===== config.mk =====
export PLATFORM = sky130hd
export DESIGN_NAME = expression_tokenizer_core
export DESIGN_NICKNAME = d
export VERILOG_FILES = /design/src/design/exptok_pkg.sv /design/src/design/expression_tokenizer_core.sv
export SDC_FILE = /design/constraint.sdc
export NUM_CORES = 1
export LEC_CHECK = 0
export BUFFER_PORTS_ARGS = -buffer_cell sky130_fd_sc_hd__buf_2
export CAP_MARGIN = 0
export CORE_MARGIN = 3
export CORE_UTILIZATION = 38
export CTS_CLUSTER_DIAMETER = 40
export DETAILED_ROUTE_END_ITERATION = 8
export PLACE_DENSITY = 0.52
export SYNTH_ARGS = -nofsm -noshare
export SYNTH_HDL_FRONTEND = slang
export SYNTH_SLANG_ARGS = --single-unit

===== constraint.sdc =====
create_clock -name clk -period 5.63 [get_ports clk]
set_input_delay 0.8445 -clock clk [delete_from_list [all_inputs] [get_ports clk]]
set_output_delay 0.8445 -clock clk [all_outputs]
set_load 0.005 [all_outputs]

===== src/design/exptok_pkg.sv =====
// ----------------------------------------------------------------------------
// exptok_pkg
// Shared types, codes and the character classifier of the expression
// tokenizer.
// ----------------------------------------------------------------------------
`default_nettype none

package exptok_pkg;

	localparam int unsigned MAX_LEN_DEFAULT = 4096;

	localparam int unsigned START_W = 12;
	localparam int unsigned LEN_W   = 13;
	localparam int unsigned CODE_W  = 2;

	localparam logic [START_W-1:0] START_SAT = '1;

	// Characters with a meaning of their own.
	localparam logic [7:0] CHR_PLUS   = 8'h2B;
	localparam logic [7:0] CHR_MINUS  = 8'h2D;
	localparam logic [7:0] CHR_STAR   = 8'h2A;
	localparam logic [7:0] CHR_SLASH  = 8'h2F;
	localparam logic [7:0] CHR_EQ     = 8'h3D;
	localparam logic [7:0] CHR_LT     = 8'h3C;
	localparam logic [7:0] CHR_GT     = 8'h3E;
	localparam logic [7:0] CHR_PCT    = 8'h25;
	localparam logic [7:0] CHR_COMMA  = 8'h2C;
	localparam logic [7:0] CHR_LPAR   = 8'h28;
	localparam logic [7:0] CHR_RPAR   = 8'h29;
	localparam logic [7:0] CHR_UNDER  = 8'h5F;
	localparam logic [7:0] CHR_DOT    = 8'h2E;
	localparam logic [7:0] CHR_SPACE  = 8'h20;
	localparam logic [7:0] CHR_TAB    = 8'h09;

	typedef enum logic [2:0] {
		CC_BLANK,
		CC_ALPHA,
		CC_DIGIT,
		CC_OPER,
		CC_STRAY
	} char_class_t;

	typedef enum logic [CODE_W-1:0] {
		KIND_TOKEN = 2'd0,
		KIND_ERROR = 2'd1,
		KIND_END   = 2'd2
	} kind_t;

	typedef enum logic [CODE_W-1:0] {
		TT_IDENT  = 2'd0,
		TT_NUMBER = 2'd1,
		TT_OPER   = 2'd2
	} tok_type_t;

	typedef enum logic [CODE_W-1:0] {
		ERR_STRAY = 2'd0,
		ERR_ALPHA = 2'd1,
		ERR_LONG  = 2'd2
	} err_code_t;

	typedef struct packed {
		kind_t                kind;
		logic [CODE_W-1:0]    token_type;
		logic [START_W-1:0]   start_pos;
		logic [LEN_W-1:0]     length;
		logic [CODE_W-1:0]    error_code;
		logic                 last;
	} result_t;

	function automatic char_class_t class_of(input logic [7:0] c);
		char_class_t k;
		if ((c >= 8'h41 && c <= 8'h5A) || (c >= 8'h61 && c <= 8'h7A) || c == CHR_UNDER) begin
			k = CC_ALPHA;
		end else if ((c >= 8'h30 && c <= 8'h39) || c == CHR_DOT) begin
			k = CC_DIGIT;
		end else if (c == CHR_SPACE || c == CHR_TAB) begin
			k = CC_BLANK;
		end else if (c == CHR_PLUS || c == CHR_MINUS || c == CHR_STAR || c == CHR_SLASH ||
			     c == CHR_EQ || c == CHR_LT || c == CHR_GT || c == CHR_PCT ||
			     c == CHR_COMMA || c == CHR_LPAR || c == CHR_RPAR) begin
			k = CC_OPER;
		end else begin
			k = CC_STRAY;
		end
		return k;
	endfunction

endpackage

`default_nettype wire


===== src/design/expression_tokenizer_core.sv =====
// ----------------------------------------------------------------------------
// expression_tokenizer_core
// Splits an expression, one character per beat, into identifier, number
// and operator tokens, and reports stray characters and overlong text.
// ----------------------------------------------------------------------------
//
//  Channel  Dir  Payload                                    Frame mark
//  s_axis   in   tdata[7:0] character                       tlast: final character
//  m_axis   out  tdata: type, start, length, error code     tlast: final result
//                tuser: result kind
//
// Each character sits in the input register while the classifier and position
// counter produce up to two results, which go into a four-entry result queue.
// The input side advances whenever the queue has room for two results after
// this cycle's read, so one character per cycle is sustained as long as
// results are drained at one per cycle. Only the final character of an
// expression can leave two results, when it closes a token and starts a
// one-character token; these take two output beats. Reset clears the position
// counter, the open token and the queue; no clearing pass is needed.
`default_nettype none

module expression_tokenizer_core #(
	parameter int unsigned MAX_LEN = exptok_pkg::MAX_LEN_DEFAULT
) (
	input  wire logic        clk,
	input  wire logic        arst_n,

	input  wire logic        s_axis_tvalid,
	output logic             s_axis_tready,
	input  wire logic [7:0]  s_axis_tdata,   // [7:0] ch
	input  wire logic        s_axis_tlast,

	output logic             m_axis_tvalid,
	input  wire logic        m_axis_tready,
	output logic [31:0]      m_axis_tdata,   // [1:0] token_type, [13:2] start_pos,
	                                         // [26:14] length, [28:27] error_code
	output logic [1:0]       m_axis_tuser,   // [1:0] kind
	output logic             m_axis_tlast
);
	import exptok_pkg::*;

	localparam int unsigned POS_W = $clog2(MAX_LEN + 1);
	localparam int unsigned PAD_W = POS_W + LEN_W;
	localparam int unsigned DEPTH = 4;
	localparam int unsigned PTR_W = $clog2(DEPTH);
	localparam int unsigned CNT_W = $clog2(DEPTH + 1);

	// Input register.
	logic             valid_s1;
	logic [7:0]       ch_s1;
	logic             eot_s1;

	// Tokenizer state.
	logic [POS_W-1:0] pos_q, pos_d;
	logic [POS_W-1:0] start_q, start_d;
	tok_type_t        type_q, type_d;
	logic             cmp_q, cmp_d;      // open operator is < or > and may take '='
	logic             open_q, open_d;
	logic             abort_q, abort_d;

	// Result queue.
	result_t          queue_q [DEPTH];
	logic [PTR_W-1:0] wr_ptr_q;
	logic [PTR_W-1:0] rd_ptr_q;
	logic [CNT_W-1:0] cnt_q;

	logic             fire;
	logic             pop;
	logic [CNT_W-1:0] cnt_after_pop;
	logic [1:0]       n_res;
	result_t          res0, res1, tok_res, one_res;
	char_class_t      cls;
	logic             ext;
	logic             done;
	logic [PAD_W-1:0] pos_pad, start_pad, len_base, len_plus;
	logic [START_W-1:0] err_pos;

	assign pop           = m_axis_tvalid && m_axis_tready;
	assign cnt_after_pop = cnt_q - CNT_W'(pop);
	assign fire          = valid_s1 && (cnt_after_pop <= CNT_W'(DEPTH - 2));
	assign s_axis_tready = !valid_s1 || fire;

	always_ff @(posedge clk or negedge arst_n) begin
		if (!arst_n) begin
			valid_s1 <= 1'b0;
		end else if (s_axis_tready) begin
			valid_s1 <= s_axis_tvalid;
		end
	end

	always_ff @(posedge clk) begin
		if (s_axis_tvalid && s_axis_tready) begin
			ch_s1  <= s_axis_tdata;
			eot_s1 <= s_axis_tlast;
		end
	end

	assign cls       = class_of(ch_s1);
	assign pos_pad   = PAD_W'(pos_q);
	assign start_pad = PAD_W'(start_q);
	assign len_base  = pos_pad - start_pad;
	assign len_plus  = len_base + PAD_W'(1);
	assign err_pos   = (pos_pad > PAD_W'(START_SAT)) ? START_SAT : pos_pad[START_W-1:0];

	// Result for the token that is open when this character arrives.
	always_comb begin
		tok_res            = '0;
		tok_res.kind       = KIND_TOKEN;
		tok_res.token_type = type_q;
		tok_res.start_pos  = start_pad[START_W-1:0];
		tok_res.length     = len_base[LEN_W-1:0];
	end

	always_comb begin
		n_res   = 2'd0;
		res0    = '0;
		res1    = '0;
		one_res = '0;
		ext     = 1'b0;
		done    = 1'b0;
		pos_d   = pos_q;
		start_d = start_q;
		type_d  = type_q;
		cmp_d   = cmp_q;
		open_d  = open_q;
		abort_d = abort_q;

		if (fire) begin
			if (abort_q) begin
				done = 1'b1;
			end else if (pos_q >= POS_W'(MAX_LEN) || cls == CC_STRAY ||
				     (open_q && type_q == TT_NUMBER && cls == CC_ALPHA)) begin
				res0.kind      = KIND_ERROR;
				res0.start_pos = err_pos;
				res0.last      = 1'b1;
				if (pos_q >= POS_W'(MAX_LEN)) begin
					res0.error_code = ERR_LONG;
				end else if (cls == CC_STRAY) begin
					res0.error_code = ERR_STRAY;
				end else begin
					res0.error_code = ERR_ALPHA;
				end
				n_res   = 2'd1;
				open_d  = 1'b0;
				abort_d = 1'b1;
				done    = 1'b1;
			end else if (open_q) begin
				unique case (type_q)
					TT_IDENT:  ext = (cls == CC_ALPHA) || (cls == CC_DIGIT);
					TT_NUMBER: ext = (cls == CC_DIGIT);
					TT_OPER:   ext = cmp_q && (ch_s1 == CHR_EQ);
					default:   ext = 1'b0;
				endcase
				if (ext) begin
					// The character joins the open token.
					res0        = tok_res;
					res0.length = len_plus[LEN_W-1:0];
					res0.last   = 1'b1;
					n_res       = eot_s1 ? 2'd1 : 2'd0;
					cmp_d       = 1'b0;
					pos_d       = pos_q + POS_W'(1);
					done        = 1'b1;
				end else begin
					res0      = tok_res;
					res0.last = eot_s1 && (cls == CC_BLANK);
					n_res     = 2'd1;
					open_d    = 1'b0;
				end
			end

			if (!done) begin
				if (cls != CC_BLANK) begin
					open_d  = 1'b1;
					start_d = pos_q;
					cmp_d   = (ch_s1 == CHR_LT) || (ch_s1 == CHR_GT);
					if (cls == CC_ALPHA) begin
						type_d = TT_IDENT;
					end else if (cls == CC_DIGIT) begin
						type_d = TT_NUMBER;
					end else begin
						type_d = TT_OPER;
					end
					one_res            = '0;
					one_res.kind       = KIND_TOKEN;
					one_res.token_type = type_d;
					one_res.start_pos  = pos_pad[START_W-1:0];
					one_res.length     = LEN_W'(1);
					one_res.last       = 1'b1;
				end else begin
					one_res      = '0;
					one_res.kind = KIND_END;
					one_res.last = 1'b1;
				end
				if (eot_s1 && (cls != CC_BLANK || n_res == 2'd0)) begin
					if (n_res == 2'd0) begin
						res0 = one_res;
					end else begin
						res1 = one_res;
					end
					n_res = n_res + 2'd1;
				end
				pos_d = pos_q + POS_W'(1);
			end

			// The final character always starts the next expression afresh.
			if (eot_s1) begin
				pos_d   = '0;
				start_d = '0;
				cmp_d   = 1'b0;
				open_d  = 1'b0;
				abort_d = 1'b0;
			end
		end
	end

	always_ff @(posedge clk or negedge arst_n) begin
		if (!arst_n) begin
			pos_q    <= '0;
			start_q  <= '0;
			type_q   <= TT_IDENT;
			cmp_q    <= 1'b0;
			open_q   <= 1'b0;
			abort_q  <= 1'b0;
			wr_ptr_q <= '0;
			rd_ptr_q <= '0;
			cnt_q    <= '0;
		end else begin
			pos_q    <= pos_d;
			start_q  <= start_d;
			type_q   <= type_d;
			cmp_q    <= cmp_d;
			open_q   <= open_d;
			abort_q  <= abort_d;
			wr_ptr_q <= wr_ptr_q + PTR_W'(n_res);
			rd_ptr_q <= rd_ptr_q + PTR_W'(pop);
			cnt_q    <= cnt_after_pop + CNT_W'(n_res);
		end
	end

	always_ff @(posedge clk) begin
		if (n_res != 2'd0) begin
			queue_q[wr_ptr_q] <= res0;
		end
		if (n_res == 2'd2) begin
			queue_q[wr_ptr_q + PTR_W'(1)] <= res1;
		end
	end

	assign m_axis_tvalid = (cnt_q != '0);
	assign m_axis_tdata  = {3'b000,
				queue_q[rd_ptr_q].error_code,
				queue_q[rd_ptr_q].length,
				queue_q[rd_ptr_q].start_pos,
				queue_q[rd_ptr_q].token_type};
	assign m_axis_tuser  = queue_q[rd_ptr_q].kind;
	assign m_axis_tlast  = queue_q[rd_ptr_q].last;

	// The queue never overflows.
	assert property (@(posedge clk) disable iff (!arst_n) cnt_q <= CNT_W'(DEPTH))
		else $error("result queue overflow");

	// A swallowed character never produces a result.
	assert property (@(posedge clk) disable iff (!arst_n)
		(fire && abort_q) |-> (n_res == 2'd0))
		else $error("result while swallowing");

	// An error always closes the expression's output.
	assert property (@(posedge clk) disable iff (!arst_n)
		(n_res != 2'd0 && res0.kind == KIND_ERROR) |-> (res0.last && n_res == 2'd1))
		else $error("error result without last");

	// The final character leaves the tokenizer at position zero with no open token.
	assert property (@(posedge clk) disable iff (!arst_n)
		(fire && eot_s1) |=> (pos_q == '0 && !open_q && !abort_q))
		else $error("state not cleared at end of expression");

	// Two results only come from a character that ends the expression.
	assert property (@(posedge clk) disable iff (!arst_n)
		(n_res == 2'd2) |-> (fire && eot_s1 && res1.last && !res0.last))
		else $error("unexpected second result");

endmodule

`default_nettype wire


==> results.sh, run 1 <==
export IMPL_routed_wl_mm=25.0
export IMPL_slew_violations=0
export IMPL_synthMuxAreaShare=0.0815
export IMPL_rsz0062_at_grt="false"
export IMPL_yosysUniqueCellTypes=64
export IMPL_worst_endpoint_arrival_ns=4.64
export IMPL_synth_common_cells="113 x o21ai_0, 108 x nand2_1, 80 x nand3_1"
export IMPL_port_buffers=46
export IMPL_final_cells=1282
export IMPL_dp_hpwl_mm=17.7
export IMPL_min_period_ns=4.58
export IMPL_num_rows=56
export IMPL_outcome="completed"
export IMPL_gp_congestion=0.896
export IMPL_seq_area_mm2=0.00449
export IMPL_fill_cells=2339
export IMPL_avgViaCountPerCell=5.60
export IMPL_cts_max_level=4
export IMPL_cp_max_fo=36
export IMPL_design_portCount=50
export IMPL_hold_violations=0
export IMPL_cts_setup_buffers=0
export IMPL_synthArstFlopShare=0.222
export IMPL_cts_tree="done"
export IMPL_cts_made_buffers=17
export IMPL_cts_resized_gates=0
export IMPL_yosys_warnings=0
export IMPL_cts_root_buf="clkbuf_16"
export IMPL_wl_per_cell_um=19.5
export IMPL_setup_viol=0
export IMPL_grtUsageTotal=0.193
export IMPL_final_setup_skew_ns=0.0124
export IMPL_route_detailed_drc=0
export IMPL_min_period_over_period=0.814
export IMPL_die_area_mm2=0.0262
export IMPL_final_nets=986
export IMPL_critical_path_required_ns=5.69
export IMPL_grt_pass1_vias=6811
export IMPL_die_h_um=162
export IMPL_synth_xor_area_frac=0.0275
export IMPL_ys_top_cells_by_area="edfxtp_1 25%, dfxtp_1 13%, dfrtp_1 11%"
export IMPL_syn_area_mm2=0.00925
export IMPL_grt_max_degree=40
export IMPL_clockBufferDepth=2
export IMPL_cp_start_kind="register"
export IMPL_drtIter0Drc=493
export IMPL_clock_sinks=176
export IMPL_cp_slowest_cell="or4_1"
export IMPL_core_area_mm2=0.0237
export IMPL_dr_pass1_iters=5
export IMPL_relSlewSlack=0.293
export IMPL_layout_drive_gt1_share=0.140
export IMPL_antenna_found_initial=0
export IMPL_synth_compound_area_frac=0.165
export IMPL_clk_pin_slew_ns=0.07
export IMPL_fp_dieW_um=162
export IMPL_crit_family="compound AO/OA/AOI/OAI gates"
export IMPL_p_leak_nw=3.69
export IMPL_crit_buf_inv=1
export IMPL_synth_area_per_cell_um2=9.99
export IMPL_cap_viol_max_count=0
export IMPL_synth_edf_count=77
export IMPL_endpoint_kind="register"
export IMPL_synth_largest_area_cell="edfxtp_1"
export IMPL_synth_seq_area_share=0.486
export IMPL_path_cells="or4_1, o21a_1, a2bb2oi_2, a21oi_1, a21oi_1, a21oi_1, ha_1, nor2_1, o211ai_1, nand3_1, buf_4, nand2_1"
export IMPL_dp_cells=1250
export IMPL_diodes=0
export IMPL_tightest_slew_ns=1.06
export IMPL_ys_flop_type="edfxtp_1"
export IMPL_cp_common_cell="a21oi_1"
export IMPL_synth_fa_ha_area_frac=0.0319
export IMPL_multi_input_area_mm2=0.00439
export IMPL_ant_nets=0
export IMPL_initial_core_util=0.390
export IMPL_fmax_ghz=0.218
export IMPL_power_density_mw_per_mm2=428
export IMPL_peakVddDrop_mv=0.206
export IMPL_slowest_delay_ns=0.58
export IMPL_grt_pass1_wl_mm=39.7
export IMPL_yosysMostFrequentCell="o21ai_0"
export IMPL_grt_overflow=0
export IMPL_synth_seq_cells=176
export IMPL_vias=7182
export IMPL_area_growth_pct=11.6
export IMPL_hold_class="register to register"
export IMPL_synth_top_family_by_area="simple AND/OR/NAND/NOR gates"
export IMPL_crit_type="register to register"
export IMPL_synthSimpleGateAreaFrac=0.168
export IMPL_clock_latency_ns=0.43
export IMPL_synth_top_area_share=0.250
export IMPL_fin_setup_tns_ns=0
export IMPL_cts_hold_buf=0
export IMPL_syn_inst=926
-- layout by cell type (no fill, tap or decap), types with 25 or more instances in the layout --
cell type and count:
nand2_1 108, nand3_1 80, nor2_1 49, inv_1 33, buf_2 46, dfxtp_1 60, mux4_2 32, edfxtp_1 77
o21ai_0 113, o21ai_1 25, dfrtp_1 37
-- flip-flops by register name, indices dropped and copies added, names as in the netlist, 2 cells and up --
register and cells:
queue_q 128, cnt_q 3, rd_ptr_q 2, wr_ptr_q 2, ch_s1 8, pos_q 13
start_q 13, type_q 2
-- metal layers --
| layer | wire length [um] | vias to the layer above | GRT usage |
|---|---|---|---|
| met5 | 0 | - | 0 |
| met4 | 340 | 0 | 0.0454 |
| met3 | 1100 | 22 | 0.0319 |
| met2 | 11100 | 189 | 0.294 |
| met1 | 12400 | 3488 | 0.289 |
| li1 | - | 3483 | - |
-- power breakdown --
group | total (mW) | leakage, nW | internal [mW] | switching (mW)
clock network | 1.15 | 0.282 | 0.588 | 0.562
registers | 1.77 | 1.72 | 1.51 | 0.252
logic | 1.50 | 1.69 | 0.629 | 0.871
-- per-stage QoR --
stage | worst slack, ns | total power [mW] | hold slack (ns) | instance area (um2) | util
after global placement | 1.22 | 3.30 | 0.445 | 9760 | 0.412
after CTS | 1.04 | 4.45 | 0.456 | 10300 | 0.436
after floorplan | 1.58 | 2.81 | 0.431 | 9250 | -
after global routing | 0.749 | 4.69 | 0.481 | 10300 | 0.436
after detailed placement | 1.09 | 3.31 | 0.445 | 9760 | 0.412
final | 1.05 | 4.42 | 0.455 | 10300 | 0.436
-- tightest hold or removal path, cell delays in order, from the launching register on --
cell     delay (ns)
dfxtp_1        0.31
nand3_1        0.06
nand2_1        0.05
-- cell families (layout without fill, tap and decap cells) --
kind of cell / after synthesis / count (layout)
AOI/OAI and AO/OA: 248 / 248
DFF: 176 / 176
muxes: 35 / 35
and+or+nand+nor: 322 / 322
xor gates and xnor gates: 29 / 29
other: 1 / 3
buffers and inverters: 92 / 127
adders and majority gates: 23 / 23
-- cell type report --
cell class,instances,area share
Sequential cell,176,0.435
Multi-Input combinational cell,660,0.426
Clock buffer,17,0.0412
Tap cell,319,0.0387
Timing Repair Buffer,62,0.0340
Clock inverter,15,0.0131
Inverter,33,0.0120
-- final timing paths --
| check | startpoint | endpoint | cells after the start | slack [ns] |
|---|---|---|---|---|
| max in group asynchronous | arst_n | rd_ptr_q[1] | 1 | 4.44 |
| max | ch_s1[0] | queue_q[3][21] | 12 | 1.05 |
| max reg2reg | ch_s1[0] | queue_q[3][21] | 12 | 1.05 |
| min in group asynchronous | arst_n | open_q | 1 | 0.56 |
| min reg2reg | queue_q[2][30] | queue_q[2][30] | 2 | 0.46 |
| min | queue_q[2][30] | queue_q[2][30] | 2 | 0.46 |
Note: power is estimated with default switching activity, not from simulation.
==> run 2, diff against run 1 <==
--- a/config.mk
+++ b/config.mk
@@ -5,6 +5,7 @@
 export SDC_FILE = /design/constraint.sdc
 export NUM_CORES = 1
 export LEC_CHECK = 0
+export ABC_AREA = 1
 export BUFFER_PORTS_ARGS = -buffer_cell sky130_fd_sc_hd__buf_2
 export CAP_MARGIN = 0
 export CORE_MARGIN = 3
==> constraint.sdc (replaced) <==
create_clock -name clk -period 4.45 [get_ports clk]
set_input_delay 0.6675 -clock clk [delete_from_list [all_inputs] [get_ports clk]]
set_output_delay 0.6675 -clock clk [all_outputs]
set_load 0.005 [all_outputs]
==> run 2 against run 1 <==
Net effect: via count is 22% higher; sequential power is 23% higher; sequential cell count stayed put; worst setup slack worse by 0.39 ns; critical path type unchanged.
==> results.sh, run 2 <==
export IMPL_fill_cells=2607
export IMPL_area_growth_pct=11.2
export IMPL_fmax_ghz=0.264
export IMPL_synth_fa_ha_area_frac=0.0300
export IMPL_fp_dieW_um=167
export IMPL_cap_viol_max_count=0
export IMPL_clock_sinks=176
export IMPL_worstRegToRegCells=19
export IMPL_synth_compound_area_frac=0.148
export IMPL_synth_seq_area_share=0.456
export IMPL_final_nets=1342
export IMPL_grtUsageTotal=0.217
export IMPL_cp_max_fo=17
export IMPL_cts_resized_gates=0
export IMPL_synth_edf_count=77
export IMPL_cp_common_cell="nand2_1"
export IMPL_cts_hold_buf=0
export IMPL_routed_wl_mm=30.0
export IMPL_min_period_over_period=0.853
export IMPL_final_setup_skew_ns=0.0134
export IMPL_synthMuxAreaShare=0
export IMPL_final_common_cell="nand2_1"
export IMPL_ff2ff_setup_slack_ns=0.66
export IMPL_clockBufferDepth=2
export IMPL_gp_congestion=0.884
export IMPL_ant_nets=0
export IMPL_synth_largest_area_cell="edfxtp_1"
export IMPL_hold_violations=0
export IMPL_yosys_warnings=0
export IMPL_p_leak_nw=4.61
export IMPL_port_buffers=46
export IMPL_crit_type="register to register"
export IMPL_yosysUniqueCellTypes=46
export IMPL_synthArstFlopShare=0.222
export IMPL_worst_endpoint_arrival_ns=3.91
export IMPL_outcome="completed"
export IMPL_relSlewSlack=0.332
export IMPL_layout_drive_gt1_share=0.110
export IMPL_path_cells="nand2_1, nor2_1, nand2_1, nand2_2, inv_2, nand2_2, nand2_1, nand2_2, nand2_1, nand2_1, nand2_2, a21oi_2, ha_1, inv_1, nand4_1, nor2_2, inv_2, nand2_1, buf_4"
export IMPL_diodes=0
export IMPL_top_register="queue_q"
export IMPL_cp_slowest_cell="edfxtp_1"
export IMPL_yosysMostFrequentCell="nand2_1"
export IMPL_synth_common_cells="293 x nand2_1, 167 x o21ai_0, 153 x nor2_1"
export IMPL_critical_path_required_ns=4.56
export IMPL_synth_area_per_cell_um2=7.69
export IMPL_worst_r2r_endpoint="queue_q[0][25]"
export IMPL_ys_flop_type="edfxtp_1"
export IMPL_drtIter0Drc=827
export IMPL_dp_hpwl_mm=21.0
export IMPL_cts_max_level=4
export IMPL_largestRegisters="queue_q x128, pos_q x13, start_q x13"
export IMPL_grt_pass1_vias=8292
export IMPL_pre_cts_ws_ns=0.575
export IMPL_layout_common_cells="293 x nand2_1, 167 x o21ai_0, 153 x nor2_1"
export IMPL_r2r_start="ch_s1[2]"
export IMPL_cts_setup_buffers=0
export IMPL_tightest_slew_ns=0.996
export IMPL_synth_xor_area_frac=0.0125
export IMPL_ys_top_cells_by_area="edfxtp_1 24%, dfxtp_1 12%, nand2_1 11%"
export IMPL_synthSimpleGateAreaFrac=0.283
export IMPL_grt_max_degree=66
export IMPL_endpoint_kind="register"
export IMPL_largest_reg_flops=128
export IMPL_rsz0062_at_grt="false"
export IMPL_grt_pass1_wl_mm=47.8
export IMPL_dp_cells=1617
export IMPL_initial_core_util=0.388
export IMPL_min_period_ns=3.79
export IMPL_timing_final_ws_setup_ns=0.655
export IMPL_setup_viol=0
export IMPL_grt_overflow=0
export IMPL_synth_top_area_share=0.235
export IMPL_cp_start_kind="register"
export IMPL_final_cells=1649
export IMPL_synth_top_family_by_area="simple AND/OR/NAND/NOR gates"
export IMPL_die_area_mm2=0.0279
export IMPL_hold_class="input port to async pin"
export IMPL_die_h_um=167
export IMPL_syn_area_mm2=0.00984
export IMPL_cts_root_buf="clkbuf_16"
export IMPL_cts_tree="done"
export IMPL_dr_pass1_iters=5
export IMPL_syn_inst=1280
export IMPL_vias=8762
export IMPL_peakVddDrop_mv=0.275
export IMPL_slowest_delay_ns=0.50
export IMPL_power_density_mw_per_mm2=677
export IMPL_antenna_found_initial=0
export IMPL_fin_setup_tns_ns=0
export IMPL_core_area_mm2=0.0253
export IMPL_design_portCount=50
export IMPL_total_power_mw=7.40
export IMPL_route_detailed_drc=0
export IMPL_avgViaCountPerCell=5.31
export IMPL_slew_violations=0
export IMPL_wl_per_cell_um=18.2
export IMPL_cts_made_buffers=17
export IMPL_clk_pin_slew_ns=0.08
export IMPL_num_rows=58
export IMPL_clock_latency_ns=0.44
export IMPL_synth_seq_cells=176
run 2: changes by cell type in the layout (fill, tap and decap cells not counted), sizes merged, moves of 9 or more:
cell / delta
o22ai: +23
inv: +71
nand2: +195
o21ai: +53
nor2: +119
mux4: -32
xnor2: -11
nor2b: -9
nand4: +15
and3: -9
a22o: -15
nand3: +31
run 2: area by class of cell:
class	count	area (um2)	share of cell area
clock buffers	17	425	0.0389
well taps	330	413	0.0378
flip-flops and latches	176	4490	0.411
multi-input cells	940	4670	0.427
repair buffers	61	343	0.0314
inverters	110	413	0.0378
clock inverters	15	180	0.0165
run 2: through the flow:
| stage | instance area, um2 | utilization | hold WS, ns |
|---|---|---|---|
| 2_1_floorplan | 9840 | - | 0.372 |
| 3_3_place_gp | 10300 | 0.408 | 0.451 |
| 3_5_place_dp | 10300 | 0.408 | 0.456 |
| 4_1_cts | 10900 | 0.432 | 0.385 |
| 5_1_grt | 10900 | 0.432 | 0.387 |
| 6_report | 10900 | 0.432 | 0.366 |
run 2: worst max path at each step:
| stage | from | endpoint | depth (start not counted) |
|---|---|---|---|
| 2_1_floorplan | m_axis_tready | queue_q[0][0] | 13 |
| 3_3_place_gp | m_axis_tready | queue_q[2][24] | 14 |
| 3_5_place_dp | m_axis_tready | queue_q[2][24] | 14 |
| 4_1_cts | ch_s1[4] | queue_q[0][21] | 20 |
| 5_1_grt | ch_s1[2] | queue_q[0][21] | 19 |
| 6_report | ch_s1[2] | queue_q[0][25] | 19 |
run 2: report_power, final:
group	total, mW	internal (mW)	switching, mW
clock network	1.54	0.787	0.751
registers	2.17	2.01	0.154
logic	3.70	1.11	2.59
run 2: cells by family (layout without fill, tap and decap cells):
kind of cell               count (synthesis)  count (layout)
buffers and inverters                    166             203
DFF                                      176             176
AOI/OAI and AO/OA                        269             269
and+or+nand+nor                          631             631
xor gates and xnor gates                  14              14
other                                      1               3
adders and majority gates                 23              23
run 2: worst max-delay path: cells and delay by family (launching register included):
kind / cells / cell delay [ns]
DFF: 1 / 0.50
and+or+nand+nor: 13 / 1.78
AOI/OAI and AO/OA: 1 / 0.21
buffers and inverters: 4 / 0.70
adders and majority gates: 1 / 0.28
run 2: layer usage:
| metal | up-vias | routed length (um) | track usage |
|---|---|---|---|
| met5 | - | 0 | 0 |
| met4 | 0 | 294 | 0.0506 |
| met3 | 18 | 1960 | 0.0444 |
| met2 | 242 | 13600 | 0.336 |
| met1 | 4137 | 14200 | 0.313 |
| li1 | 4365 | - | - |
